## src/hdl/pad_pkg.sv

```systemverilog
// ---------------------------------------------------------------------------
// pad_pkg
// Types, widths and tables shared by the point angle / distance unit.
// ---------------------------------------------------------------------------
package pad_pkg;

	localparam int COORD_W      = 24;
	localparam int FRAC_W       = 8;
	localparam int UPM_W        = 20;
	localparam logic [UPM_W-1:0] UPM_RESET = 20'd10000;
	localparam int DIST_W       = COORD_W + 1 + FRAC_W;  // 33
	localparam int ANGLE_W      = 9 + FRAC_W;            // 17

	// distance path
	localparam int SUM_W        = 2 * COORD_W + 1;       // dx^2 + dy^2
	localparam int SQ_STEPS     = DIST_W;                // one root bit per cell
	localparam int RAD_W        = 2 * SQ_STEPS;
	localparam int REM_W        = DIST_W + 2;
	localparam int DIV_STEPS    = DIST_W;

	// angle path
	localparam int CORDIC_STEPS = 20;
	localparam int GUARD_SHIFT  = 55 - COORD_W;
	localparam int XW           = 58;
	localparam logic [ANGLE_W-1:0] FULL_TURN = 17'd92160;  // 360 << FRAC_W

	// pipeline stage numbers
	localparam int LAT       = 3 + SQ_STEPS + DIV_STEPS;  // last divider cell
	localparam int ANG_STAGE = 2 + CORDIC_STEPS + 2;
	localparam int ANG_DLY   = LAT - ANG_STAGE;

	typedef struct packed {
		logic                       mode;
		logic signed [COORD_W-1:0]  first_x;
		logic signed [COORD_W-1:0]  first_y;
		logic signed [COORD_W-1:0]  middle_x;
		logic signed [COORD_W-1:0]  middle_y;
		logic signed [COORD_W-1:0]  last_x;
		logic signed [COORD_W-1:0]  last_y;
	} pad_in_t;

	typedef struct packed {
		logic [DIST_W-1:0]  distance_mm;
		logic [ANGLE_W-1:0] angle_deg;
		logic               zero_length;
	} pad_out_t;

	typedef struct packed {
		logic [RAD_W-1:0]  rad;
		logic [REM_W-1:0]  rem;
		logic [DIST_W-1:0] root;
	} pad_sq_t;

	typedef struct packed {
		logic [DIST_W-1:0] num;
		logic [UPM_W-1:0]  rem;
		logic [DIST_W-1:0] quot;
	} pad_dv_t;

	typedef struct packed {
		logic signed [XW-1:0] x;
		logic signed [XW-1:0] y;
		logic [31:0]          z;
	} pad_cr_t;

	// atan(2^-k) in binary angle units, 2^32 = one turn
	function automatic logic [31:0] atan_bam(input logic [4:0] k);
		logic [31:0] r;
		case (k)
			5'd0:  r = 32'h20000000;
			5'd1:  r = 32'h12E4051E;
			5'd2:  r = 32'h09FB385B;
			5'd3:  r = 32'h051111D4;
			5'd4:  r = 32'h028B0D43;
			5'd5:  r = 32'h0145D7E1;
			5'd6:  r = 32'h00A2F61E;
			5'd7:  r = 32'h00517C55;
			5'd8:  r = 32'h0028BE53;
			5'd9:  r = 32'h00145F2F;
			5'd10: r = 32'h000A2F98;
			5'd11: r = 32'h000517CC;
			5'd12: r = 32'h00028BE6;
			5'd13: r = 32'h000145F3;
			5'd14: r = 32'h0000A2FA;
			5'd15: r = 32'h0000517D;
			5'd16: r = 32'h000028BE;
			5'd17: r = 32'h0000145F;
			5'd18: r = 32'h00000A30;
			5'd19: r = 32'h00000518;
			5'd20: r = 32'h0000028C;
			5'd21: r = 32'h00000146;
			5'd22: r = 32'h000000A3;
			5'd23: r = 32'h00000051;
			5'd24: r = 32'h00000029;
			5'd25: r = 32'h00000014;
			5'd26: r = 32'h0000000A;
			5'd27: r = 32'h00000005;
			5'd28: r = 32'h00000003;
			5'd29: r = 32'h00000001;
			5'd30: r = 32'h00000001;
			default: r = 32'h00000000;
		endcase
		return r;
	endfunction

endpackage

```

## src/hdl/pad_div_cell.sv

```systemverilog
// ---------------------------------------------------------------------------
// pad_div_cell
// One restoring division step: one quotient bit per cell.
// ---------------------------------------------------------------------------
module pad_div_cell (
	input  logic                       clk,
	input  logic                       en,
	input  logic [pad_pkg::UPM_W-1:0]  divisor,
	input  pad_pkg::pad_dv_t           d,
	output pad_pkg::pad_dv_t           q
);
	import pad_pkg::*;

	logic [UPM_W:0] remx;

	assign remx = {d.rem, d.num[DIST_W-1]};

	always_ff @(posedge clk) begin
		if (en) begin
			q.num <= {d.num[DIST_W-2:0], 1'b0};
			if (remx >= {1'b0, divisor}) begin
				q.rem  <= UPM_W'(remx - {1'b0, divisor});
				q.quot <= {d.quot[DIST_W-2:0], 1'b1};
			end else begin
				q.rem  <= UPM_W'(remx);
				q.quot <= {d.quot[DIST_W-2:0], 1'b0};
			end
		end
	end

endmodule

```

## config.mk

```make
export PLATFORM = sky130hd
export DESIGN_NAME = pad_div_cell
export DESIGN_NICKNAME = d
export VERILOG_FILES = /design/src/hdl/pad_pkg.sv /design/src/hdl/pad_div_cell.sv
export SDC_FILE = /design/constraint.sdc
export NUM_CORES = 1
export LEC_CHECK = 0
export ABC_CLOCK_PERIOD_IN_PS = 2400
export BUFFER_PORTS_ARGS = -buffer_cell sky130_fd_sc_hd__buf_4
export CORE_MARGIN = 5
export CORE_UTILIZATION = 41
export CTS_CLUSTER_SIZE = 24
export DETAILED_ROUTE_END_ITERATION = 10
export PLACE_DENSITY = 0.81
export SKIP_LAST_GASP = 1
export SYNTH_ARGS = -nofsm -noshare
export SYNTH_HDL_FRONTEND = slang
export SYNTH_SLANG_ARGS = --single-unit
```

## constraint.sdc

```tcl
create_clock -name clk -period 2.4 [get_ports clk]
set_clock_uncertainty 0.15 [all_clocks]
set_input_delay 0.36 -clock clk [delete_from_list [all_inputs] [get_ports clk]]
set_output_delay 0.36 -clock clk [all_outputs]
set_load 0.02 [all_outputs]
```

==> metrics.md <==
| Metric | Value |
|---|---|
| Cell area after synthesis | `0.00389 mm²` |
| Clock tree from TritonCTS | `yes` |
| Category of the worst setup path launch point | `input port` |
| Avg WL per Cell | `17.2 µm` |
| DRT iter0 DRCs | `137` |
| Overall die height | `107 µm` |
| Critical path data arrival time | `2.23 ns` |
| Sequential standard cell area | `0.00255 mm²` |
| Part of the cycle the worst path needs | `95.0%` |
| Synthesized netlist net count | `422` |
| Global-route wire length before repair | `17200 µm` |
| Leading register cell type out of synthesis | `edfxtp_1` |
| Largest net degree at the start of global routing | `39` |
| Number of maximum-capacitance constraint violations | `0` |
| Status | `finished clean` |
| Root Buffer | `clkbuf_8` |
| Pwr dens | `624 mW/mm²` |
| Cell Rows | `35` |
| Critical-path maximum fanout | `3` |
| Total grt overflow | `0` |
| Vias | `3249` |
| Final number of hold-violating endpoints | `0` |
| Post-Place Worst Slack | `-0.334 ns` |
| IR Drop Worst-Case VDD | `0.264 mV` |
| Final WS setup | `0.121 ns` |
| Clock-pin transition on the worst setup and hold timing paths | `0.09 ns` |
| Final #Nets | `669` |
| Critical path capture point type | `register` |
| Max Clock Freq | `0.439 GHz` |
| Number of I/O port buffers | `191` |
| Number of antenna violations at the first check in global routing | `0` |
| Count of H-tree levels built during CTS | `3` |
| Die Outline Area | `0.0115 mm²` |
| Share of the yosys chip area belonging to registers | `65.6%` |
| Via-to-Cell Ratio | `4.83` |
| Overall die width | `107 µm` |
| Post-CTS Setup Bufs | `0` |
| Gate count after technology mapping | `293` |
| Post-DP HPWL | `9570 µm` |
| Number of clock buffers inserted by TritonCTS | `9` |
| P&R area growth vs syn | `57.8%` |
| DRT antenna net count | `0` |
| Number of buffers on the longest clock path | `2` |
| Min Tclk post-route | `2.28 ns` |
| Post-synth EDFFs | `85` |
| Average cell area after synthesis | `13.3 µm²` |
| Area of the core region | `0.00924 mm²` |
| Classification of the worst-slack hold path | `input port to register` |
| Unrepaired setup endpoints after global routing | `no` |
| Number of distinct library cells after synthesis | `42` |
| Post-synthesis async set-or-reset flop share | `0%` |
| Placed Cells incl. Taps | `658` |
| Yosys reg bits | `85` |
| Largest registers ranked by flip-flop count | `q x85` |
| RD Place Congestion | `0.895` |
| Type of the setup path with the least slack | `input port to register` |
| Area of the multi-input gates | `0.00132 mm²` |
| Worst hold slack after final layout | `0.0315 ns` |
| Final setup violating endpoints | `0` |
| Layer with the highest usage | `met2` |
| Met3 demand-to-capacity share in global routing | `5.76%` |
| Leakage power summed over all cells | `2.74 nW` |
| Aggregate global-route resource usage | `19.5%` |
| First-pass iteration count of the detailed router | `4` |
| Share of cells above drive strength 1 | `52.2%` |
| Effective utilization at floorplan | `42.1%` |
| Synth Warn # | `0` |
| Ant. Diodes | `0` |
| Total power | `3.83 mW` |
| Boundary pin count | `194` |
| Register containing the most flip-flops in the final layout | `q` |
| Met1 routing resource usage after global routing | `21.0%` |
| Final Instance Count excl. Fillers | `673` |
| Grt met2 use | `36.6%` |
| TritonCTS sink count | `85` |
| Critical path data required time | `2.35 ns` |
| Max-slew violation count | `0` |
| Via count of the first global-routing pass | `3266` |
| Final routed DRC violation total | `0` |
| Filler cells | `675` |
| Number of flip-flops in the largest register | `85` |
| Final Routed Wirelength | `11600 µm` |
==> through the flow <==
stage	utilization, %	cell area (µm²)	setup TNS, ns
final	66.5	6140	0
after global routing	66.5	6140	0
after CTS	66.4	6130	0
after detailed placement	64.5	5960	-3.87
after global placement	64.5	5960	-3.10
after floorplan	-	4030	0
==> cells in the final DEF (no fill, tap or decap), types with 2 or more instances in the layout <==
| cell | netlist | routed |
|---|---|---|
| o21ai_1 | 1 | 2 |
| nand2_1 | 32 | 31 |
| a21o_1 | 7 | 7 |
| inv_2 | 1 | 4 |
| nor3_1 | 2 | 2 |
| a211oi_1 | 3 | 2 |
| a31oi_1 | 2 | 2 |
| xnor2_1 | 10 | 10 |
| nand4_1 | 5 | 5 |
| o21ai_0 | 25 | 24 |
| a21oi_2 | 0 | 3 |
| inv_6 | 0 | 2 |
| o21bai_1 | 2 | 2 |
| clkbuf_8 | 0 | 9 |
| mux2_4 | 3 | 3 |
| xor2_1 | 7 | 7 |
| nand2b_1 | 2 | 2 |
| buf_4 | 1 | 244 |
| o211ai_1 | 2 | 2 |
| ha_1 | 20 | 14 |
| edfxtp_1 | 85 | 85 |
| o21a_1 | 4 | 4 |
| nor2_1 | 10 | 9 |
| inv_1 | 23 | 20 |
| a21oi_1 | 17 | 14 |
| ha_4 | 0 | 6 |
| clkinvlp_4 | 0 | 3 |
| o2111ai_1 | 2 | 2 |
| mux2i_1 | 2 | 2 |
==> report_power, final <==
group	switching, mW	internal (mW)	leakage [nW]
clock	0.512	0.379	0.0783
combinational	0.555	0.538	1.83
sequential	0.0423	1.81	0.832
==> path summary, 6_finish.rpt <==
check	startpoint	end	slack, ns	cells after the start
setup / recovery	divisor[4]	q[52]$_DFFE_PP_	0.12	11
hold / removal	d[6]	q[7]$_DFFE_PP_	0.03	1
==> cell usage after synthesis (3+ instances only) <==
library cell	n	area share [%]
xnor2_1	10	2.2
nand4_1	5	0.80
o21a_1	4	0.77
a211oi_1	3	0.58
nand2_1	32	3.1
edfxtp_1	85	66
inv_1	23	2.2
xor2_1	7	1.6
a21o_1	7	1.3
o21ai_0	25	3.2
ha_1	20	6.4
a21oi_1	17	2.2
mux2_4	3	1.2
buf_2	3	0.39
clkbuf_1	5	0.48
nor2_1	10	0.96
==> worst max-delay path: stages <==
cell and delay (ns):
buf_4 0.11, inv_1 0.07, ha_4 0.20, a21o_1 0.17, a31oi_1 0.19, buf_4 0.14
a21oi_1 0.06, o2bb2ai_1 0.33, o31ai_1 0.16, xor2_1 0.16, mux2_4 0.27
==> final cells by class <==
class,instances,share of cell area (%)
Clock buffer,9,2.02
Clock inverter,6,0.794
Inverter,24,1.47
Multi-Input combinational cell,175,21.4
Sequential cell,85,41.5
Tap cell,129,2.63
Timing Repair Buffer,245,30.1
==> kinds of logic after synthesis <==
logic type / after synthesis / share of synthesized area [%]
flops: 85 / 65.6
compound gates: 73 / 11.8
simple gates: 57 / 6.49
buf+inv: 33 / 3.37
fa+ha+maj: 21 / 6.94
xor+xnor: 17 / 3.82
mux: 6 / 1.96
other cells: 1 / 0.0963
==> timing repair <==
action | CTS | global route
endpoints found under the setup margin | 0 | 4
hold buffers | 0 | 0
resized for setup | 0 | 4
==> layer usage <==
metal	up-vias	routed length, µm
met5	-	0
met3	13	944
li1	1569	-
met1	1550	4380
met2	117	6110
met4	0	170
(Power assumes the default switching activity.)
