<file path="config.mk">
export PLATFORM = sky130hd
export DESIGN_NAME = pad_sqrt_cell
export DESIGN_NICKNAME = d
export VERILOG_FILES = /design/src/hdl/pad_pkg.sv /design/src/hdl/pad_sqrt_cell.sv
export SDC_FILE = /design/constraint.sdc
export NUM_CORES = 1
export LEC_CHECK = 0
export BUFFER_PORTS_ARGS = -buffer_cell sky130_fd_sc_hd__buf_4
export CORE_MARGIN = 4
export CORE_UTILIZATION = 40
export CTS_CLUSTER_DIAMETER = 150
export DETAILED_ROUTE_END_ITERATION = 6
export PLACE_DENSITY = 0.68
export SYNTH_ARGS = -nofsm -noshare
export SYNTH_HDL_FRONTEND = slang
export SYNTH_SLANG_ARGS = --single-unit
</file>
<file path="constraint.sdc">
create_clock -name clk -period 7.7 [get_ports clk]
set_clock_uncertainty 0.15 [all_clocks]
set_input_delay 0.77 -clock clk [delete_from_list [all_inputs] [get_ports clk]]
set_output_delay 0.77 -clock clk [all_outputs]
set_load 0.05 [all_outputs]
</file>
<file path="src/hdl/pad_pkg.sv">
// ---------------------------------------------------------------------------
// pad_pkg
// Types, widths and tables shared by the point angle / distance unit.
// ---------------------------------------------------------------------------
package pad_pkg;

	localparam int COORD_W      = 24;
	localparam int FRAC_W       = 8;
	localparam int UPM_W        = 20;
	localparam logic [UPM_W-1:0] UPM_RESET = 20'd10000;
	localparam int DIST_W       = COORD_W + 1 + FRAC_W;  // 33
	localparam int ANGLE_W      = 9 + FRAC_W;            // 17

	// distance path
	localparam int SUM_W        = 2 * COORD_W + 1;       // dx^2 + dy^2
	localparam int SQ_STEPS     = DIST_W;                // one root bit per cell
	localparam int RAD_W        = 2 * SQ_STEPS;
	localparam int REM_W        = DIST_W + 2;
	localparam int DIV_STEPS    = DIST_W;

	// angle path
	localparam int CORDIC_STEPS = 20;
	localparam int GUARD_SHIFT  = 55 - COORD_W;
	localparam int XW           = 58;
	localparam logic [ANGLE_W-1:0] FULL_TURN = 17'd92160;  // 360 << FRAC_W

	// pipeline stage numbers
	localparam int LAT       = 3 + SQ_STEPS + DIV_STEPS;  // last divider cell
	localparam int ANG_STAGE = 2 + CORDIC_STEPS + 2;
	localparam int ANG_DLY   = LAT - ANG_STAGE;

	typedef struct packed {
		logic                       mode;
		logic signed [COORD_W-1:0]  first_x;
		logic signed [COORD_W-1:0]  first_y;
		logic signed [COORD_W-1:0]  middle_x;
		logic signed [COORD_W-1:0]  middle_y;
		logic signed [COORD_W-1:0]  last_x;
		logic signed [COORD_W-1:0]  last_y;
	} pad_in_t;

	typedef struct packed {
		logic [DIST_W-1:0]  distance_mm;
		logic [ANGLE_W-1:0] angle_deg;
		logic               zero_length;
	} pad_out_t;

	typedef struct packed {
		logic [RAD_W-1:0]  rad;
		logic [REM_W-1:0]  rem;
		logic [DIST_W-1:0] root;
	} pad_sq_t;

	typedef struct packed {
		logic [DIST_W-1:0] num;
		logic [UPM_W-1:0]  rem;
		logic [DIST_W-1:0] quot;
	} pad_dv_t;

	typedef struct packed {
		logic signed [XW-1:0] x;
		logic signed [XW-1:0] y;
		logic [31:0]          z;
	} pad_cr_t;

	// atan(2^-k) in binary angle units, 2^32 = one turn
	function automatic logic [31:0] atan_bam(input logic [4:0] k);
		logic [31:0] r;
		case (k)
			5'd0:  r = 32'h20000000;
			5'd1:  r = 32'h12E4051E;
			5'd2:  r = 32'h09FB385B;
			5'd3:  r = 32'h051111D4;
			5'd4:  r = 32'h028B0D43;
			5'd5:  r = 32'h0145D7E1;
			5'd6:  r = 32'h00A2F61E;
			5'd7:  r = 32'h00517C55;
			5'd8:  r = 32'h0028BE53;
			5'd9:  r = 32'h00145F2F;
			5'd10: r = 32'h000A2F98;
			5'd11: r = 32'h000517CC;
			5'd12: r = 32'h00028BE6;
			5'd13: r = 32'h000145F3;
			5'd14: r = 32'h0000A2FA;
			5'd15: r = 32'h0000517D;
			5'd16: r = 32'h000028BE;
			5'd17: r = 32'h0000145F;
			5'd18: r = 32'h00000A30;
			5'd19: r = 32'h00000518;
			5'd20: r = 32'h0000028C;
			5'd21: r = 32'h00000146;
			5'd22: r = 32'h000000A3;
			5'd23: r = 32'h00000051;
			5'd24: r = 32'h00000029;
			5'd25: r = 32'h00000014;
			5'd26: r = 32'h0000000A;
			5'd27: r = 32'h00000005;
			5'd28: r = 32'h00000003;
			5'd29: r = 32'h00000001;
			5'd30: r = 32'h00000001;
			default: r = 32'h00000000;
		endcase
		return r;
	endfunction

endpackage

</file>
<file path="src/hdl/pad_sqrt_cell.sv">
// ---------------------------------------------------------------------------
// pad_sqrt_cell
// One digit-by-digit square root step: brings down two radicand bits.
// ---------------------------------------------------------------------------
module pad_sqrt_cell (
	input  logic             clk,
	input  logic             en,
	input  pad_pkg::pad_sq_t d,
	output pad_pkg::pad_sq_t q
);
	import pad_pkg::*;

	logic [REM_W+1:0] remx;
	logic [REM_W+1:0] trial;

	assign remx  = {d.rem, d.rad[RAD_W-1 -: 2]};
	assign trial = {2'b00, d.root, 2'b01};

	always_ff @(posedge clk) begin
		if (en) begin
			q.rad <= {d.rad[RAD_W-3:0], 2'b00};
			if (remx >= trial) begin
				q.rem  <= REM_W'(remx - trial);
				q.root <= {d.root[DIST_W-2:0], 1'b1};
			end else begin
				q.rem  <= REM_W'(remx);
				q.root <= {d.root[DIST_W-2:0], 1'b0};
			end
		end
	end

endmodule

</file>
==> run_results.csv, run 1 <==
group,metric,value,unit
synthesis,muxShareOfSynthArea,7.14,%
final_layout,fill_cells,1315,
critical_path,cp-start-kind,"primary input",
critical_path,critical_path_arrival,3.99,ns
synthesis,syn_area_per_cell,13.6,um2
place,place_area,8790,um2
routing,viasPerCell,4.97,
clock_tree,path_clk_slew,0.06,ns
die,ios,270,
timing,fin_crit,3.97,ns
final_layout,largestRegisters,"q (132)",
synthesis,synth-seq-area-share,59.8,%
die,core_area,16100,um2
clock_tree,clkSinkCount,132,
synthesis,postSynth.asyncResetShare,0,%
routing,vias,4915,
final_layout,diodes,0,
clock_tree,cts_resized,0,
timing,period_share,51.5,%
routing,antenna_left,0,
hold_path,whs_path_depth,1,
hold_path,hold_path_class,"in2reg",
timing,hold_viol,0,
global_routing,grt_pass1_vias,5013,
routing,drt_wl_total,18400,um
outcome,outcome,"complete, no violations",
critical_path,cpMaxStageDelayCell,"buf_4",
synthesis,synth_cell_type_count,57,
critical_path,crit_buf_inv,3,
clock_tree,cts-htree-levels,4,
timing,fmax,252,MHz
die,die_y,137,um
clock_tree,cts_hold_buf,0,
die,initial_core_util,41.3,%
critical_path,critPathRequiredTime,7.72,ns
final_layout,syn_to_final_growth,42.0,%
synthesis,yosys_most_used_dff,"edfxtp_1",
final_layout,final_util,58.6,%
final_layout,drive_gt1_share,44.4,%
place,dp_slack,3.28,ns
synthesis,synth-compound-area-share,11.3,%
timing,finalSetupViolCount,0,
clock_tree,cts_max_path_buffers,2,
routing,drt-initial-drc-count,287,
final_layout,multi_input_area,2380,um2
clock_tree,numCtsBuffers,17,
clock_tree,cts_tree,"done",
die,die_w,137,um
final_layout,seq_area,3960,um2
synthesis,synth_simple_gate_area_share,6.40,%
timing,worst_pin_slew,1.06,ns
synthesis,synthXorXnorAreaFrac,4.36,%
final_layout,final_common_cell,"buf_4",
hold_path,hold_start,"d[70]",
power_and_ir_drop,p_total,2.47,mW
final_layout,final_nets,930,
die,die_area,18700,um2
global_routing,antenna_found_initial,0,
timing,finalSetupTns,0,ns
critical_path,crit_family,"compound AO/OA/AOI/OAI gates",
synthesis,synth_edf_count,132,
routing,drc,0,
global_routing,grt-ovfl-total,0,
timing,slew_violations,0,
routing,drt-pass1-iter-count,4,
final_layout,final_cell_area,9410,um2
synthesis,synth_top_family_by_area,"compound AO/OA/AOI/OAI gates",
synthesis,syn_area,6630,um2
final_layout,mostFrequentLayoutCells,"268 x buf_4, 132 x edfxtp_1, 41 x inv_1",
synthesis,yosysWarnings,0,
run,drv_cap,0,
global_routing,gr-usage-all-layers,19.2,%
critical_path,critPathMaxStageDelay,0.49,ns
critical_path,critPathMostFrequentCell,"buf_4",
clock_tree,post-cts-setup-buffer-count,0,
power_and_ir_drop,leakage,4.25,nW
final_layout,top_register,"q",
hold_path,worstHoldEndpoint,"q[72]$_DFFE_PP_",
place,port_buffers,267,
critical_path,crit_chain,"buf_4 -> inv_1 -> ha_1 -> o21a_1 -> o211ai_2 -> a311oi_1 -> nor4_2 -> a2111oi_2 -> o21a_2 -> o211a_2 -> buf_4 -> mux2_2",
timing,rsz0062_at_grt,"no",
critical_path,crit_fanout,24,
critical_path,crit_type,"in2reg",
die,core.rowCount,46,
power_and_ir_drop,powerDensity,263,nW/um2
clock_tree,cts-root-buf,"clkbuf_16",
global_routing,grt_pass1_wl,27600,um
timing,worst_slack,3.73,ns
global_routing,grt_max_degree,87,
synthesis,postSynthCellCount,488,
timing,relSlewSlack,29.2,%
place,dp_hpwl,14400,um
critical_path,endpoint_kind,"flip-flop",
place,gp_congestion,0.850,
synthesis,synth_fa_ha_area_share,6.61,%
routing,post_drt_wl_per_cell,18.6,um
power_and_ir_drop,peakVddDrop,0.000164,V
final_layout,largest_register_ffs,132,
synthesis,synth_seq_cells,132,
## cells in the mapped netlist, types with 4 or more instances
cell type | count | share of area (%)
edfxtp_1 | 132 | 60
inv_1 | 41 | 2.3
ha_1 | 35 | 6.6
a21oi_1 | 30 | 2.3
a21o_1 | 26 | 2.9
mux2_4 | 25 | 5.7
nand2_1 | 25 | 1.4
nor2_1 | 22 | 1.2
xnor2_1 | 19 | 2.5
xor2_1 | 14 | 1.9
o21ai_0 | 12 | 0.91
clkbuf_1 | 10 | 0.57
nand3_1 | 9 | 0.68
nand4_1 | 8 | 0.76
mux2_2 | 6 | 1.0
and3_1 | 4 | 0.38
nor2b_1 | 4 | 0.38
o221ai_1 | 4 | 0.53
## report_power, final
| group | switching, mW | internal (mW) |
|---|---|---|
| Combinational | 0.452 | 0.262 |
| Clock | 0.338 | 0.518 |
| Sequential | 0.0208 | 0.884 |
## how the worst max path moves through the flow
stage / from / end / slack [ns] / depth (start not counted)
after floorplan: d[4] / q[39]$_DFFE_PP_ / 4.19 / 12
after global placement: d[4] / q[67]$_DFFE_PP_ / 3.34 / 12
after detailed placement: d[4] / q[35]$_DFFE_PP_ / 3.28 / 12
after global routing: d[4] / q[35]$_DFFE_PP_ / 3.48 / 12
final: d[4] / q[36]$_DFFE_PP_ / 3.73 / 12
after CTS: d[4] / q[36]$_DFFE_PP_ / 3.71 / 12
## metal layers
layer / wire, um / GRT usage (%) / vias to the layer above
li1: - / - / 2374
met1: 7180 / 22.8 / 2325
met2: 9240 / 33.2 / 190
met3: 1640 / 5.96 / 26
met4: 312 / 6.27 / 0
met5: 0 / 0 / -
## final cells by class
class / instances / area share (%)
multi-input combinational: 298 / 25.3
sequential: 132 / 42.1
timing repair buffer: 269 / 21.5
clock inverter: 15 / 2.05
inverter: 41 / 1.64
tap: 216 / 2.87
clock buffer: 17 / 4.52
## per-stage QoR
stage | hold WS, ns | std cells
final | 0.376 | 988
after global routing | 0.353 | 988
after CTS | 0.355 | 988
after detailed placement | 0.799 | 956
after global placement | 0.799 | 956
after floorplan | 0.719 | 489
## cell families (layout without fill, tap and decap cells)
group	after synthesis	in the layout
fa+ha+maj	35	35
buf+inv	59	342
other cells	1	2
simple gates	87	87
compound gates	107	107
flops	132	132
xor+xnor	33	33
mux	34	34
Power figures use the tool's default switching activity.
==> run 2, diff against run 1 <==
ABC_AREA = 1   (was default)
PLACE_DENSITY = 0.69   (was 0.68)
clock period = 3.55 ns   (was 7.7 ns; I/O delays follow)
==> run_results.csv, run 2 <==
group,metric,value,unit
final_layout,syn_to_final_growth,50.2,%
routing,drt_wl_total,24500,um
die,ios,270,
synthesis,postSynth.asyncResetShare,0,%
place,dp_hpwl,17600,um
synthesis,yosysWarnings,0,
clock_tree,numCtsBuffers,17,
timing,hold_viol,0,
run,drv_cap,0,
power_and_ir_drop,leakage,5.43,nW
synthesis,synth_area_leaders,"edfxtp_1 53%, nand2_1 13%, inv_1 6.2%",
place,gp_congestion,0.942,
routing,post_drt_wl_per_cell,17.2,um
clock_tree,cts_resized,0,
routing,routed-wl-met3,1500,um
timing,finalSetupTns,0,ns
final_layout,mostFrequentLayoutCells,"269 x buf_4, 259 x nand2_1, 132 x edfxtp_1",
timing,fmax,336,MHz
final_layout,multi_input_area,2940,um2
timing,worst_slack,0.571,ns
timing,period_share,83.9,%
clock_tree,cts_max_path_buffers,2,
critical_path,crit_type,"in2reg",
synthesis,synth_edf_count,132,
synthesis,muxShareOfSynthArea,0,%
clock_tree,cts-htree-levels,4,
die,core_area,18200,um2
global_routing,grt_pass1_vias,7020,
global_routing,gr-usage-all-layers,23.3,%
routing,viasPerCell,4.74,
final_layout,fill_cells,1528,
critical_path,endpoint_kind,"flip-flop",
die,core.rowCount,49,
clock_tree,cts_hold_buf,96,
hold_path,hold_path_class,"in2reg",
clock_tree,cts-root-buf,"clkbuf_16",
die,die_y,145,um
timing,fin_crit,2.98,ns
global_routing,antenna_found_initial,1,
power_and_ir_drop,p_total,5.37,mW
routing,antenna_left,0,
clock_tree,clkSinkCount,132,
die,initial_core_util,41.3,%
synthesis,yosysMostFrequentCell,"nand2_1",
critical_path,crit_chain,"dlygate4sd3_1 -> buf_4 -> inv_1 -> ha_1 -> a21oi_1 -> nand2_1 -> a21oi_2 -> nor2_1 -> nor2_2 -> nand2_2 -> nand2_4 -> nand3_1 -> nand2_1",
routing,vias,6747,
routing,drt-initial-drc-count,338,
routing,top_layer_used,"met4",
final_layout,top_register,"q",
final_layout,drive_gt1_share,31.2,%
final_layout,seq_area,3960,um2
final_layout,final_nets,1352,
synthesis,synthXorXnorAreaFrac,1.98,%
clock_tree,cts_tree,"done",
synthesis,synth_cell_type_count,34,
critical_path,critPathMaxStageDelay,0.56,ns
global_routing,grt_max_degree,56,
routing,drt-pass1-iter-count,5,
timing,rsz0062_at_grt,"no",
critical_path,crit_fanout,34,
timing,worst_pin_slew,1.04,ns
die,die_w,145,um
routing,met2_length,12600,um
routing,drc,0,
synthesis,synth_simple_gate_area_share,28.0,%
place,port_buffers,267,
synthesis,synth_fa_ha_area_share,5.83,%
final_layout,largest_register_ffs,132,
synthesis,postSynthCellCount,806,
synthesis,syn_area,7520,um2
critical_path,cpMaxStageDelayCell,"dlygate4sd3_1",
synthesis,synth-compound-area-share,3.13,%
power_and_ir_drop,peakVddDrop,0.000315,V
die,die_area,21000,um2
global_routing,grt_pass1_wl,39000,um
critical_path,cp-start-kind,"primary input",
critical_path,critical_path_arrival,3.11,ns
final_layout,final_util,62.0,%
global_routing,grt-ovfl-total,0,
power_and_ir_drop,powerDensity,476,nW/um2
synthesis,yosysTopAreaCell,"edfxtp_1",
final_layout,largestRegisters,"q (132)",
timing,finalSetupViolCount,0,
synthesis,yosys_most_used_dff,"edfxtp_1",
synthesis,synth-seq-area-share,52.7,%
synthesis,ys_top_cells_by_count,"259 x nand2_1, 132 x edfxtp_1, 125 x inv_1, 53 x nor2_1, 41 x nand3_2",
clock_tree,post-cts-setup-buffer-count,0,
timing,relSlewSlack,30.5,%
synthesis,yosysTopAreaCellShare,52.7,%
synthesis,syn_area_per_cell,9.33,um2
clock_tree,path_clk_slew,0.06,ns
routing,wl_met1,10100,um
synthesis,synth_top_family_by_area,"simple AND/OR/NAND/NOR gates",
critical_path,critPathRequiredTime,3.68,ns
synthesis,synth_seq_cells,132,
critical_path,critPathMostFrequentCell,"nand2_1",
outcome,outcome,"complete, no violations",
place,dp_slack,0.728,ns
final_layout,final_common_cell,"buf_4",
timing,slew_violations,0,
run 2: changes by cell type after synthesis, moves of 30 or more:
cell | previous run | this run
inv_1 | 41 | 125
nor2_1 | 22 | 53
nand3_2 | 0 | 41
nand2_1 | 25 | 259
nand3_1 | 9 | 39
run 2: per-layer routing:
metal  global-route usage, %  up-vias
li1                        -     3384
met3                    5.71       19
met1                    28.0     3124
met4                    5.22        0
met5                       0        -
met2                    42.3      220
run 2: cell families after synthesis:
logic type,count (synthesis)
buffers and inverters,142
and+or+nand+nor,438
AOI/OAI and AO/OA,41
other,1
xor gates and xnor gates,17
adders and majority gates,35
DFF,132
run 2: worst max-delay path: cells and delay by family:
family / cells / cell delay [ns]
buffers and inverters: 3 / 0.71
adder cells (fa/ha/maj): 1 / 0.35
AND/OR/NAND/NOR: 7 / 1.12
AO/OA/AOI/OAI: 2 / 0.55
run 2: metrics by stage:
| step | hold WS, ns | cell area (um2) | instances |
|---|---|---|---|
| global route | 0.0832 | 11300 | 1424 |
| global placement | 0.383 | 9730 | 1295 |
| CTS | 0.0714 | 11300 | 1423 |
| detailed placement | 0.384 | 9730 | 1295 |
| floorplan | 0.304 | 7520 | 807 |
| finish | 0.0884 | 11300 | 1424 |
run 2: power breakdown:
group          switching [mW]  total [mW]  internal [mW]
clock                   0.750        1.81           1.06
combinational            1.07        1.62          0.544
sequential             0.0486        1.95           1.90
run 2: path summary, 6_finish.rpt:
path              cells past startpoint  startpoint  slack (ns)         endpoint
hold / removal                        3       d[38]        0.09  q[40]$_DFFE_PP_
setup / recovery                     13       d[18]        0.57  q[52]$_DFFE_PP_
run 2: layout make-up:
cell class                 instances  area share (%)
antenna                            1          0.0222
clock inverter                    14            1.47
inverter                         130            4.32
sequential                       132            35.1
clock buffer                      18            3.80
tap                              229            2.54
multi-input combinational        533            26.0
timing repair buffer             367            26.7
