**config.mk**
```make
export PLATFORM = sky130hd
export DESIGN_NAME = pad_cordic_cell
export DESIGN_NICKNAME = d
export VERILOG_FILES = /design/src/hdl/pad_pkg.sv /design/src/hdl/pad_cordic_cell.sv
export SDC_FILE = /design/constraint.sdc
export NUM_CORES = 1
export LEC_CHECK = 0
export ABC_AREA = 1
export BUFFER_PORTS_ARGS = -buffer_cell sky130_fd_sc_hd__buf_2
export CORE_ASPECT_RATIO = 1.25
export CORE_MARGIN = 3
export CORE_UTILIZATION = 33
export CTS_BUF_LIST = sky130_fd_sc_hd__clkbuf_4 sky130_fd_sc_hd__clkbuf_8 sky130_fd_sc_hd__clkbuf_16
export DETAILED_ROUTE_END_ITERATION = 16
export GPL_TIMING_DRIVEN = 0
export PLACE_DENSITY = 0.54
export SLEW_MARGIN = 20
export SYNTH_ARGS = -nofsm -noshare
export SYNTH_HDL_FRONTEND = slang
export SYNTH_SLANG_ARGS = --single-unit
```
**constraint.sdc**
```tcl
create_clock -name clk -period 4.5 [get_ports clk]
set_clock_uncertainty 0.05 [all_clocks]
set_input_delay 0 -clock clk [delete_from_list [all_inputs] [get_ports clk]]
set_output_delay 0 -clock clk [all_outputs]
set_load 0.005 [all_outputs]
```
**src/hdl/pad_pkg.sv**
```systemverilog
// ---------------------------------------------------------------------------
// pad_pkg
// Types, widths and tables shared by the point angle / distance unit.
// ---------------------------------------------------------------------------
package pad_pkg;

	localparam int COORD_W      = 24;
	localparam int FRAC_W       = 8;
	localparam int UPM_W        = 20;
	localparam logic [UPM_W-1:0] UPM_RESET = 20'd10000;
	localparam int DIST_W       = COORD_W + 1 + FRAC_W;  // 33
	localparam int ANGLE_W      = 9 + FRAC_W;            // 17

	// distance path
	localparam int SUM_W        = 2 * COORD_W + 1;       // dx^2 + dy^2
	localparam int SQ_STEPS     = DIST_W;                // one root bit per cell
	localparam int RAD_W        = 2 * SQ_STEPS;
	localparam int REM_W        = DIST_W + 2;
	localparam int DIV_STEPS    = DIST_W;

	// angle path
	localparam int CORDIC_STEPS = 20;
	localparam int GUARD_SHIFT  = 55 - COORD_W;
	localparam int XW           = 58;
	localparam logic [ANGLE_W-1:0] FULL_TURN = 17'd92160;  // 360 << FRAC_W

	// pipeline stage numbers
	localparam int LAT       = 3 + SQ_STEPS + DIV_STEPS;  // last divider cell
	localparam int ANG_STAGE = 2 + CORDIC_STEPS + 2;
	localparam int ANG_DLY   = LAT - ANG_STAGE;

	typedef struct packed {
		logic                       mode;
		logic signed [COORD_W-1:0]  first_x;
		logic signed [COORD_W-1:0]  first_y;
		logic signed [COORD_W-1:0]  middle_x;
		logic signed [COORD_W-1:0]  middle_y;
		logic signed [COORD_W-1:0]  last_x;
		logic signed [COORD_W-1:0]  last_y;
	} pad_in_t;

	typedef struct packed {
		logic [DIST_W-1:0]  distance_mm;
		logic [ANGLE_W-1:0] angle_deg;
		logic               zero_length;
	} pad_out_t;

	typedef struct packed {
		logic [RAD_W-1:0]  rad;
		logic [REM_W-1:0]  rem;
		logic [DIST_W-1:0] root;
	} pad_sq_t;

	typedef struct packed {
		logic [DIST_W-1:0] num;
		logic [UPM_W-1:0]  rem;
		logic [DIST_W-1:0] quot;
	} pad_dv_t;

	typedef struct packed {
		logic signed [XW-1:0] x;
		logic signed [XW-1:0] y;
		logic [31:0]          z;
	} pad_cr_t;

	// atan(2^-k) in binary angle units, 2^32 = one turn
	function automatic logic [31:0] atan_bam(input logic [4:0] k);
		logic [31:0] r;
		case (k)
			5'd0:  r = 32'h20000000;
			5'd1:  r = 32'h12E4051E;
			5'd2:  r = 32'h09FB385B;
			5'd3:  r = 32'h051111D4;
			5'd4:  r = 32'h028B0D43;
			5'd5:  r = 32'h0145D7E1;
			5'd6:  r = 32'h00A2F61E;
			5'd7:  r = 32'h00517C55;
			5'd8:  r = 32'h0028BE53;
			5'd9:  r = 32'h00145F2F;
			5'd10: r = 32'h000A2F98;
			5'd11: r = 32'h000517CC;
			5'd12: r = 32'h00028BE6;
			5'd13: r = 32'h000145F3;
			5'd14: r = 32'h0000A2FA;
			5'd15: r = 32'h0000517D;
			5'd16: r = 32'h000028BE;
			5'd17: r = 32'h0000145F;
			5'd18: r = 32'h00000A30;
			5'd19: r = 32'h00000518;
			5'd20: r = 32'h0000028C;
			5'd21: r = 32'h00000146;
			5'd22: r = 32'h000000A3;
			5'd23: r = 32'h00000051;
			5'd24: r = 32'h00000029;
			5'd25: r = 32'h00000014;
			5'd26: r = 32'h0000000A;
			5'd27: r = 32'h00000005;
			5'd28: r = 32'h00000003;
			5'd29: r = 32'h00000001;
			5'd30: r = 32'h00000001;
			default: r = 32'h00000000;
		endcase
		return r;
	endfunction

endpackage

```
**src/hdl/pad_cordic_cell.sv**
```systemverilog
// ---------------------------------------------------------------------------
// pad_cordic_cell
// One CORDIC vectoring iteration, driving y toward zero.
// ---------------------------------------------------------------------------
module pad_cordic_cell (
	input  logic             clk,
	input  logic             en,
	input  logic [4:0]       k,
	input  pad_pkg::pad_cr_t d,
	output pad_pkg::pad_cr_t q
);
	import pad_pkg::*;

	logic signed [XW-1:0] xs;
	logic signed [XW-1:0] ys;

	assign xs = d.x >>> k;
	assign ys = d.y >>> k;

	always_ff @(posedge clk) begin
		if (en) begin
			if (!d.y[XW-1]) begin
				q.x <= d.x + ys;
				q.y <= d.y - xs;
				q.z <= d.z + atan_bam(k);
			end else begin
				q.x <= d.x - ys;
				q.y <= d.y + xs;
				q.z <= d.z - atan_bam(k);
			end
		end
	end

endmodule

```
==> results.txt, run 1 <==
----------------------------------------------------
[Clocking]
  Count of clock tree sinks ... ~150
  CTS tree ... yes
  Maximum buffer depth of the clock tree ... 2
  # H-tree levels ... 4
  Cts bufs inserted ... 17
  Root Buffer ... sky130_fd_sc_hd__clkbuf_16
  Clk pin slew, worst setup/hold paths ... approximately 0.07 ns

[STA]
  Number of endpoints with negative hold slack in the final report ... 0
  Max_slew headroom ... a little over an eighth
  Clock period minus worst slack ... approximately 4.6 ns
  Highest clock rate ... about 220 MHz
  Unrepaired setup endpoints after global routing ... yes
  Minimum setup slack in the final design ... -0.0507 ns
  Final Cycle Share ... 101%
  Slew Limit Fails ... 0
  Actual transition at the worst max-transition pin ... 1.30 ns
  Finish-stage setup viols ... 3

[Run]
  Maximum capacitance violations ... 0

[Power]
  Largest vdd supply drop ... 349 uV
  Leakage component of the power ... approximately 16 nW
  Final Total Pwr ... between 0.01 and 0.015 W
  Clock power frac ... 16.9%
  Share of total power in combinational logic ... between 60% and 70%
  Part of the total power dissipated in sequential elements ... 21.3%
  Power density over the cells ... around 310 mW/mm2
  Switching Fraction ... between 40% and 50%
  Power Internal ... about 0.0052 W
  Reported net switching power ... about 0.005 W

[Synth]
  Post-synthesis async set-or-reset flop share ... 0%
  Net count after synthesis ... 4833
  Mapped Cells ... 4513
  Synth area leaders ... sky130_fd_sc_hd__nand2_1, sky130_fd_sc_hd__edfxtp_1, sky130_fd_sc_hd__nand3_1, sky130_fd_sc_hd__ha_1, sky130_fd_sc_hd__nor2_1
  Netlist area before placement ... roughly 0.026 mm2
  Sequential area share after synthesis ... roughly 17%
  Yosys cell types ... 50
  Post-synthesis average cell area ... 5.78 um2
  Most used flip-flop cell after synthesis ... sky130_fd_sc_hd__edfxtp_1
  Dominant cell type by area after synthesis ... sky130_fd_sc_hd__nand2_1
  Ys Warns ... 0
  Number of enable-type register cells in the synthesized netlist ... 148
  Synthesis-stage register bit count ... approximately 150
  Portion of synthesized cell area occupied by the leading cell type ... 20.9%

[Worst setup path]
  Required time at the worst-slack endpoint ... around 4.7 ns
  Startpoint-to-endpoint class of the critical path ... input port to register
  Critical path arrival ... 4.74 ns
  Startpoint type of the worst setup path ... input port
  Worst-path maximum fanout ... 10
  Crit. End Element ... register

[Drt]
  Total number of vias ... between 30000 and 40000
  Detailed-route wire length ... around 160000 um
  Count of antenna-violating nets left after detailed routing ... 0
  Wire length per cell after detailed routing ... about 27 um
  Initial DRT Pass Iterations ... 6
  Initial DRC count ... 3296
  DRC errors left ... 0
  Vias per std cell ... approximately 5.7

[Min path]
  Worst Hold Class ... input port to register

[Floorplan]
  I/O pin total ... about 300
  Vertical die dimension ... 320 um
  Die outline width ... between 200 and 300 um
  Core Rows ... roughly 110
  Starting Density ... between 30% and 40%
  Total die area ... a little over 0.08 mm2
  Standard cell core area ... 0.0779 mm2

[Placed design]
  Port Buf Inserts ... between 200 and 300
  Routability congestion estimate from global placement ... 1.04
  Cell area after placement ... 0.0289 mm2
  Worst setup timing slack at the placement stage ... -2.31 ns
  Estimated wirelength of the detail-placed design ... between 100000 and 150000 um

[Run status]
  Result of the run ... complete, but fails checks
  Failing checks ... negative setup slack

[Final layout]
  Net total in the final layout ... roughly 5300
  FF+latch area ... about 0.0044 mm2
  Area of the multi-input gates ... around 0.021 mm2
  Largest register by flop count ... q
  # fillers ... between 8000 and 9000
  Ratio of cells with drive above 1 in the final layout ... 20.0%
  Cell area after layout ... about 0.033 mm2
  Flip-flop count of the largest register after layout ... 148
  Largest registers ranked by flip-flop count ... q (148)
  Synth-to-layout area growth ... 26.9%

[Global routing]
  Grt ovf ... 0
  Global-route usage over all layers ... between 30% and 40%
  Initial antenna violation count ... 5
  Global-route wire length before repair ... between 200000 and 250000 um
  Vias in the first global route ... 33600
  Maximum number of pins on one net before global-route repair ... 93

----------------------------------------------------
[cells by family (layout without fill, tap and decap cells)]
| logic type | count (synthesis) | after routing | share of synthesized area, % |
|---|---|---|---|
| compound gates | 546 | 546 | 11.7 |
| xor+xnor | 230 | 230 | 7.73 |
| fa+ha+maj | 165 | 165 | 8.01 |
| buf+inv | 565 | 1015 | 9.06 |
| flops | 148 | 148 | 17.0 |
| other cells | 0 | 4 | 0 |
| simple gates | 2859 | 2859 | 46.4 |
[cell usage after synthesis (11+ instances only)]
cell                       instances
sky130_fd_sc_hd__nand3_1         806
sky130_fd_sc_hd__xor2_1          167
sky130_fd_sc_hd__nor2_1          464
sky130_fd_sc_hd__ha_1            162
sky130_fd_sc_hd__nand4_1          52
sky130_fd_sc_hd__o21bai_1         19
sky130_fd_sc_hd__xnor2_1          63
sky130_fd_sc_hd__inv_1           388
sky130_fd_sc_hd__buf_4            25
sky130_fd_sc_hd__a21oi_1         232
sky130_fd_sc_hd__buf_2            51
sky130_fd_sc_hd__buf_6            11
sky130_fd_sc_hd__clkbuf_1         42
sky130_fd_sc_hd__nor3_1           32
sky130_fd_sc_hd__a31oi_1          40
sky130_fd_sc_hd__inv_2            21
sky130_fd_sc_hd__nand2_1        1449
sky130_fd_sc_hd__buf_1            25
sky130_fd_sc_hd__o21ai_1          23
sky130_fd_sc_hd__a221oi_1         11
sky130_fd_sc_hd__nor2_2           20
sky130_fd_sc_hd__o21ai_0         155
sky130_fd_sc_hd__edfxtp_1        148
[stage by stage]
stage / hold slack [ns] / setup TNS [ns] / instances / utilization [%]
CTS: 0.00199 / -0.0387 / 5950 / 40.0
finish: 0.000983 / -0.0912 / 6011 / 42.5
global route: 0.0188 / -0.535 / 6009 / 42.5
global placement: 0.291 / -208.98 / 5854 / 37.1
detailed placement: 0.290 / -140.40 / 5856 / 37.2
floorplan: 0.0625 / 0 / 4513 / -
[power groups by stage]
stage / clock (W) / combinational (W) / sequential, W
2_1_floorplan: 0 / 0.00327 / 0.00226
3_3_place_gp: 0 / 0.00550 / 0.00220
3_5_place_dp: 0 / 0.00545 / 0.00220
4_1_cts: 0.00175 / 0.00575 / 0.00218
5_1_grt: 0.00180 / 0.00678 / 0.00221
6_report: 0.00172 / 0.00630 / 0.00217
[path summary, 6_finish.rpt]
check | start | end | slack (ns) | cells past startpoint
worst max-delay path | k[4] | q[83]$_DFFE_PP_ | -0.05 | 22
worst min-delay path | d[26] | q[26]$_DFFE_PP_ | 0.001 | 4
[timing repair]
action / 4_1_cts / 5_1_grt
buffers inserted: 31 / 58
hold endpoints to repair: 86 / 0
hold buffers: 31 / 0
gates cloned: 1 / 1
endpoints found under the setup margin: 108 / 74
pin swaps: 41 / 102
gates resized for setup: 288 / 368
[worst max-delay path, cell delays in order]
cell	delay [ns]
sky130_fd_sc_hd__buf_2	0.15
sky130_fd_sc_hd__clkbuf_2	0.56
sky130_fd_sc_hd__buf_1	0.69
sky130_fd_sc_hd__nand2_1	0.20
sky130_fd_sc_hd__nand2_1	0.16
sky130_fd_sc_hd__nand2_1	0.11
sky130_fd_sc_hd__nor2_2	0.26
sky130_fd_sc_hd__nand2_1	0.10
sky130_fd_sc_hd__nand2_2	0.16
sky130_fd_sc_hd__inv_2	0.06
sky130_fd_sc_hd__nor2_4	0.21
sky130_fd_sc_hd__nand2_1	0.10
sky130_fd_sc_hd__nand2_1	0.08
sky130_fd_sc_hd__nand2_2	0.08
sky130_fd_sc_hd__ha_4	0.24
sky130_fd_sc_hd__nand2_2	0.06
sky130_fd_sc_hd__nand2_2	0.08
sky130_fd_sc_hd__a31oi_4	0.23
sky130_fd_sc_hd__o21ai_2	0.12
sky130_fd_sc_hd__a221oi_4	0.40
sky130_fd_sc_hd__o211ai_1	0.40
sky130_fd_sc_hd__xor2_1	0.25
[cell usage in the layout (no fill, tap or decap), types with 59 or more instances in the layout]
cell | synthesis | layout
sky130_fd_sc_hd__nand2_1 | 1449 | 1381
sky130_fd_sc_hd__nand2_2 | 4 | 62
sky130_fd_sc_hd__nor2_1 | 464 | 397
sky130_fd_sc_hd__o21ai_0 | 155 | 110
sky130_fd_sc_hd__buf_4 | 25 | 109
sky130_fd_sc_hd__a21oi_1 | 232 | 187
sky130_fd_sc_hd__buf_2 | 51 | 324
sky130_fd_sc_hd__ha_1 | 162 | 131
sky130_fd_sc_hd__inv_1 | 388 | 380
sky130_fd_sc_hd__xnor2_1 | 63 | 63
sky130_fd_sc_hd__nand3_2 | 5 | 66
sky130_fd_sc_hd__xor2_1 | 167 | 158
sky130_fd_sc_hd__nor2_2 | 20 | 59
sky130_fd_sc_hd__nand3_1 | 806 | 733
sky130_fd_sc_hd__edfxtp_1 | 148 | 148
[metal layers]
| metal | GRT usage [%] | share of wire (%) | vias up |
|---|---|---|---|
| li1 | - | - | 15900 |
| met1 | 42.7 | 37 | 16200 |
| met2 | 63.8 | 46 | 1678 |
| met3 | 6.46 | 7.2 | 530 |
| met4 | 30.7 | 9.6 | 0 |
| met5 | 0 | 0 | - |
[final cells by class]
| class | instances | area share, % |
|---|---|---|
| diodes | 4 | 0.0303 |
| plain buffers | 154 | 3.43 |
| clock buffers | 19 | 1.33 |
| clock inverters | 12 | 0.613 |
| inverters | 411 | 4.74 |
| multi-input cells | 3800 | 64.5 |
| flip-flops and latches | 148 | 13.4 |
| well taps | 1044 | 3.95 |
| repair buffers | 419 | 7.94 |
Note: power is estimated with default switching activity, not from simulation.
==> inputs of run 2 (changes only) <==
PLACE_DENSITY = 0.52   (was 0.54)
SKIP_CTS_REPAIR_TIMING = 1   (was default)
==> run 2 against run 1 <==
Effect of this change: the run ends with negative hold slack, negative setup slack left; critical path depth stayed put; worst hold slack worse by 0.0036 ns; sequential share of layout area grew 0.15 points; die area stayed put; final cell count shrank 0.58%; power is 0.26% lower; critical endpoint unchanged.
==> results.txt, run 2 (synthesis gave the netlist of run 1 again) <==
----------------------------------------------------
[Drt]
  Initial DRT Pass Iterations ... 6
  Wire length per cell after detailed routing ... roughly 28 um
  Count of antenna-violating nets left after detailed routing ... 0
  DRC errors left ... 0
  Initial DRC count ... 3225
  Detailed-route wire length ... 165000 um
  Vias per std cell ... around 5.7
  Total number of vias ... around 34000

[Clocking]
  Cts bufs inserted ... 17
  Count of clock tree sinks ... around 150
  Clk pin slew, worst setup/hold paths ... about 0.070 ns
  Maximum buffer depth of the clock tree ... 2
  Root Buffer ... sky130_fd_sc_hd__clkbuf_16
  CTS tree ... yes
  # H-tree levels ... 4

[Power]
  Switching Fraction ... between 40% and 50%
  Leakage component of the power ... around 16 nW
  Power density over the cells ... 311 mW/mm2
  Part of the total power dissipated in sequential elements ... 21.3%
  Final Total Pwr ... about 0.010 W
  Share of total power in combinational logic ... between 60% and 70%
  Power Internal ... approximately 0.0052 W
  Largest vdd supply drop ... 334 uV
  Clock power frac ... between 15 and 20%
  Reported net switching power ... 0.00499 W

[Final layout]
  Net total in the final layout ... about 5200
  Flip-flop count of the largest register after layout ... approximately 150
  Highest-count cells in the layout ignoring fill and taps ... sky130_fd_sc_hd__nand2_1, sky130_fd_sc_hd__nand3_1, sky130_fd_sc_hd__nor2_1
  # fillers ... between 8000 and 9000
  Ratio of cells with drive above 1 in the final layout ... 19.5%
  Most common cell after layout, fill and taps aside ... sky130_fd_sc_hd__nand2_1
  Synth-to-layout area growth ... 25.6%
  Largest register by flop count ... q
  Largest registers ranked by flip-flop count ... q (148)

[Floorplan]
  Vertical die dimension ... roughly 320 um
  I/O pin total ... ~300
  Core Rows ... 114
  Standard cell core area ... 0.0779 mm2
  Starting Density ... between 30% and 40%
  Total die area ... a little over 0.08 mm2
  Die outline width ... 257 um

[Worst setup path]
  Required time at the worst-slack endpoint ... ~4.7 ns
  Crit. End Element ... register
  Startpoint type of the worst setup path ... input port
  Critical path arrival ... 4.96 ns
  Startpoint-to-endpoint class of the critical path ... input port to register
  Worst-path maximum fanout ... 10

[Global routing]
  Initial antenna violation count ... 4
  Global-route usage over all layers ... a little under two fifths
  Maximum number of pins on one net before global-route repair ... a little over 90
  Global-route wire length before repair ... 225000 um
  Grt ovf ... 0
  Vias in the first global route ... about 33000
  Busiest metal layer after global routing ... met2
  Met2 Track Usage GR ... between 60% and 70%
  Met3 Track Usage GR ... 5.78%
  Met1 global-route usage ... between 40 and 50%

[Min path]
  Worst Hold Class ... input port to register

[STA]
  Highest clock rate ... 210 MHz
  Max_slew headroom ... 17.8%
  Slew Limit Fails ... 0
  Number of endpoints with negative hold slack in the final report ... 1
  Minimum setup slack in the final design ... -0.272 ns
  Finish-stage setup viols ... 4
  Unrepaired setup endpoints after global routing ... yes
  Actual transition at the worst max-transition pin ... about 1.2 ns
  Clock period minus worst slack ... ~4.8 ns
  Final Cycle Share ... 106%
  WHS ... -0.00258 ns

[Run status]
  Failing checks ... negative hold slack, negative setup slack
  Result of the run ... complete, but fails checks

[Placed design]
  Port Buf Inserts ... roughly 300
  Routability congestion estimate from global placement ... between 1 and 1.5
  Worst setup timing slack at the placement stage ... -2.37 ns
  Estimated wirelength of the detail-placed design ... 135000 um

[Run]
  Maximum capacitance violations ... 0

----------------------------------------------------
## run 2: changes by cell type in the layout (fill, tap and decap cells not counted), moves of 8 or more
cell,delta
sky130_fd_sc_hd__ha_2,-9
sky130_fd_sc_hd__dlygate4sd3_1,-8
sky130_fd_sc_hd__clkbuf_4,+12
sky130_fd_sc_hd__buf_4,-35
sky130_fd_sc_hd__nand3_1,-17
sky130_fd_sc_hd__ha_1,+9
sky130_fd_sc_hd__nand3_2,+18
## run 2: stage by stage
stage	instance area [um2]	TNS [ns]	instances	hold slack, ns	util, %
6_report	32700	-0.291	5976	-0.00258	42.0
4_1_cts	29600	-83.45	5887	-0.269	38.0
2_1_floorplan	26100	0	4513	0.0625	-
3_3_place_gp	28900	-213.88	5854	0.273	37.1
5_1_grt	32700	-1.29	5973	0.0295	42.0
3_5_place_dp	28900	-147.58	5856	0.277	37.1
## run 2: worst max-delay path: stages
cell and delay [ns]:
sky130_fd_sc_hd__buf_2 0.16, sky130_fd_sc_hd__clkbuf_2 0.59, sky130_fd_sc_hd__buf_1 0.68, sky130_fd_sc_hd__nand2_1 0.21
sky130_fd_sc_hd__nand2_1 0.18, sky130_fd_sc_hd__nand2_1 0.10, sky130_fd_sc_hd__nor2_2 0.23, sky130_fd_sc_hd__nand2_1 0.08
sky130_fd_sc_hd__nand2_1 0.20, sky130_fd_sc_hd__inv_2 0.07, sky130_fd_sc_hd__nor2_4 0.23, sky130_fd_sc_hd__buf_6 0.14
sky130_fd_sc_hd__nand3_1 0.07, sky130_fd_sc_hd__nand2_2 0.12, sky130_fd_sc_hd__ha_4 0.21, sky130_fd_sc_hd__nand2_1 0.05
sky130_fd_sc_hd__nand2_1 0.09, sky130_fd_sc_hd__a21oi_2 0.21, sky130_fd_sc_hd__o21ai_4 0.10, sky130_fd_sc_hd__a221oi_4 0.47
sky130_fd_sc_hd__o211ai_1 0.45, sky130_fd_sc_hd__xor2_1 0.28
## run 2: worst paths after layout
path  startpoint              end  depth (start not counted)
max         k[4]  q[83]$_DFFE_PP_                         22
min         d[9]   q[9]$_DFFE_PP_                          3
## run 2: layer usage
metal / vias up / wire length (um)
met1: 16100 / 61700
met4: 0 / 15500
li1: 15900 / -
met5: - / 0
met3: 553 / 11000
met2: 1689 / 76600
## run 2: layout make-up
| type | count | area [um2] | share of cell area [%] |
|---|---|---|---|
| clock inverter | 12 | 228 | 0.696 |
| inverter | 411 | 1570 | 4.80 |
| buffer | 154 | 1160 | 3.55 |
| multi-input combinational | 3800 | 21200 | 64.7 |
| sequential | 148 | 4440 | 13.6 |
| timing repair buffer | 385 | 2380 | 7.28 |
| tap | 1044 | 1310 | 3.99 |
| antenna | 3 | 7.51 | 0.0229 |
| clock buffer | 19 | 440 | 1.35 |
## run 2: power by group through the flow
stage          clock, W  sequential, W  combinational [W]
2_1_floorplan         0        0.00226            0.00327
3_3_place_gp          0        0.00220            0.00553
3_5_place_dp          0        0.00219            0.00549
4_1_cts         0.00181        0.00217            0.00553
5_1_grt         0.00184        0.00221            0.00670
6_report        0.00177        0.00217            0.00623
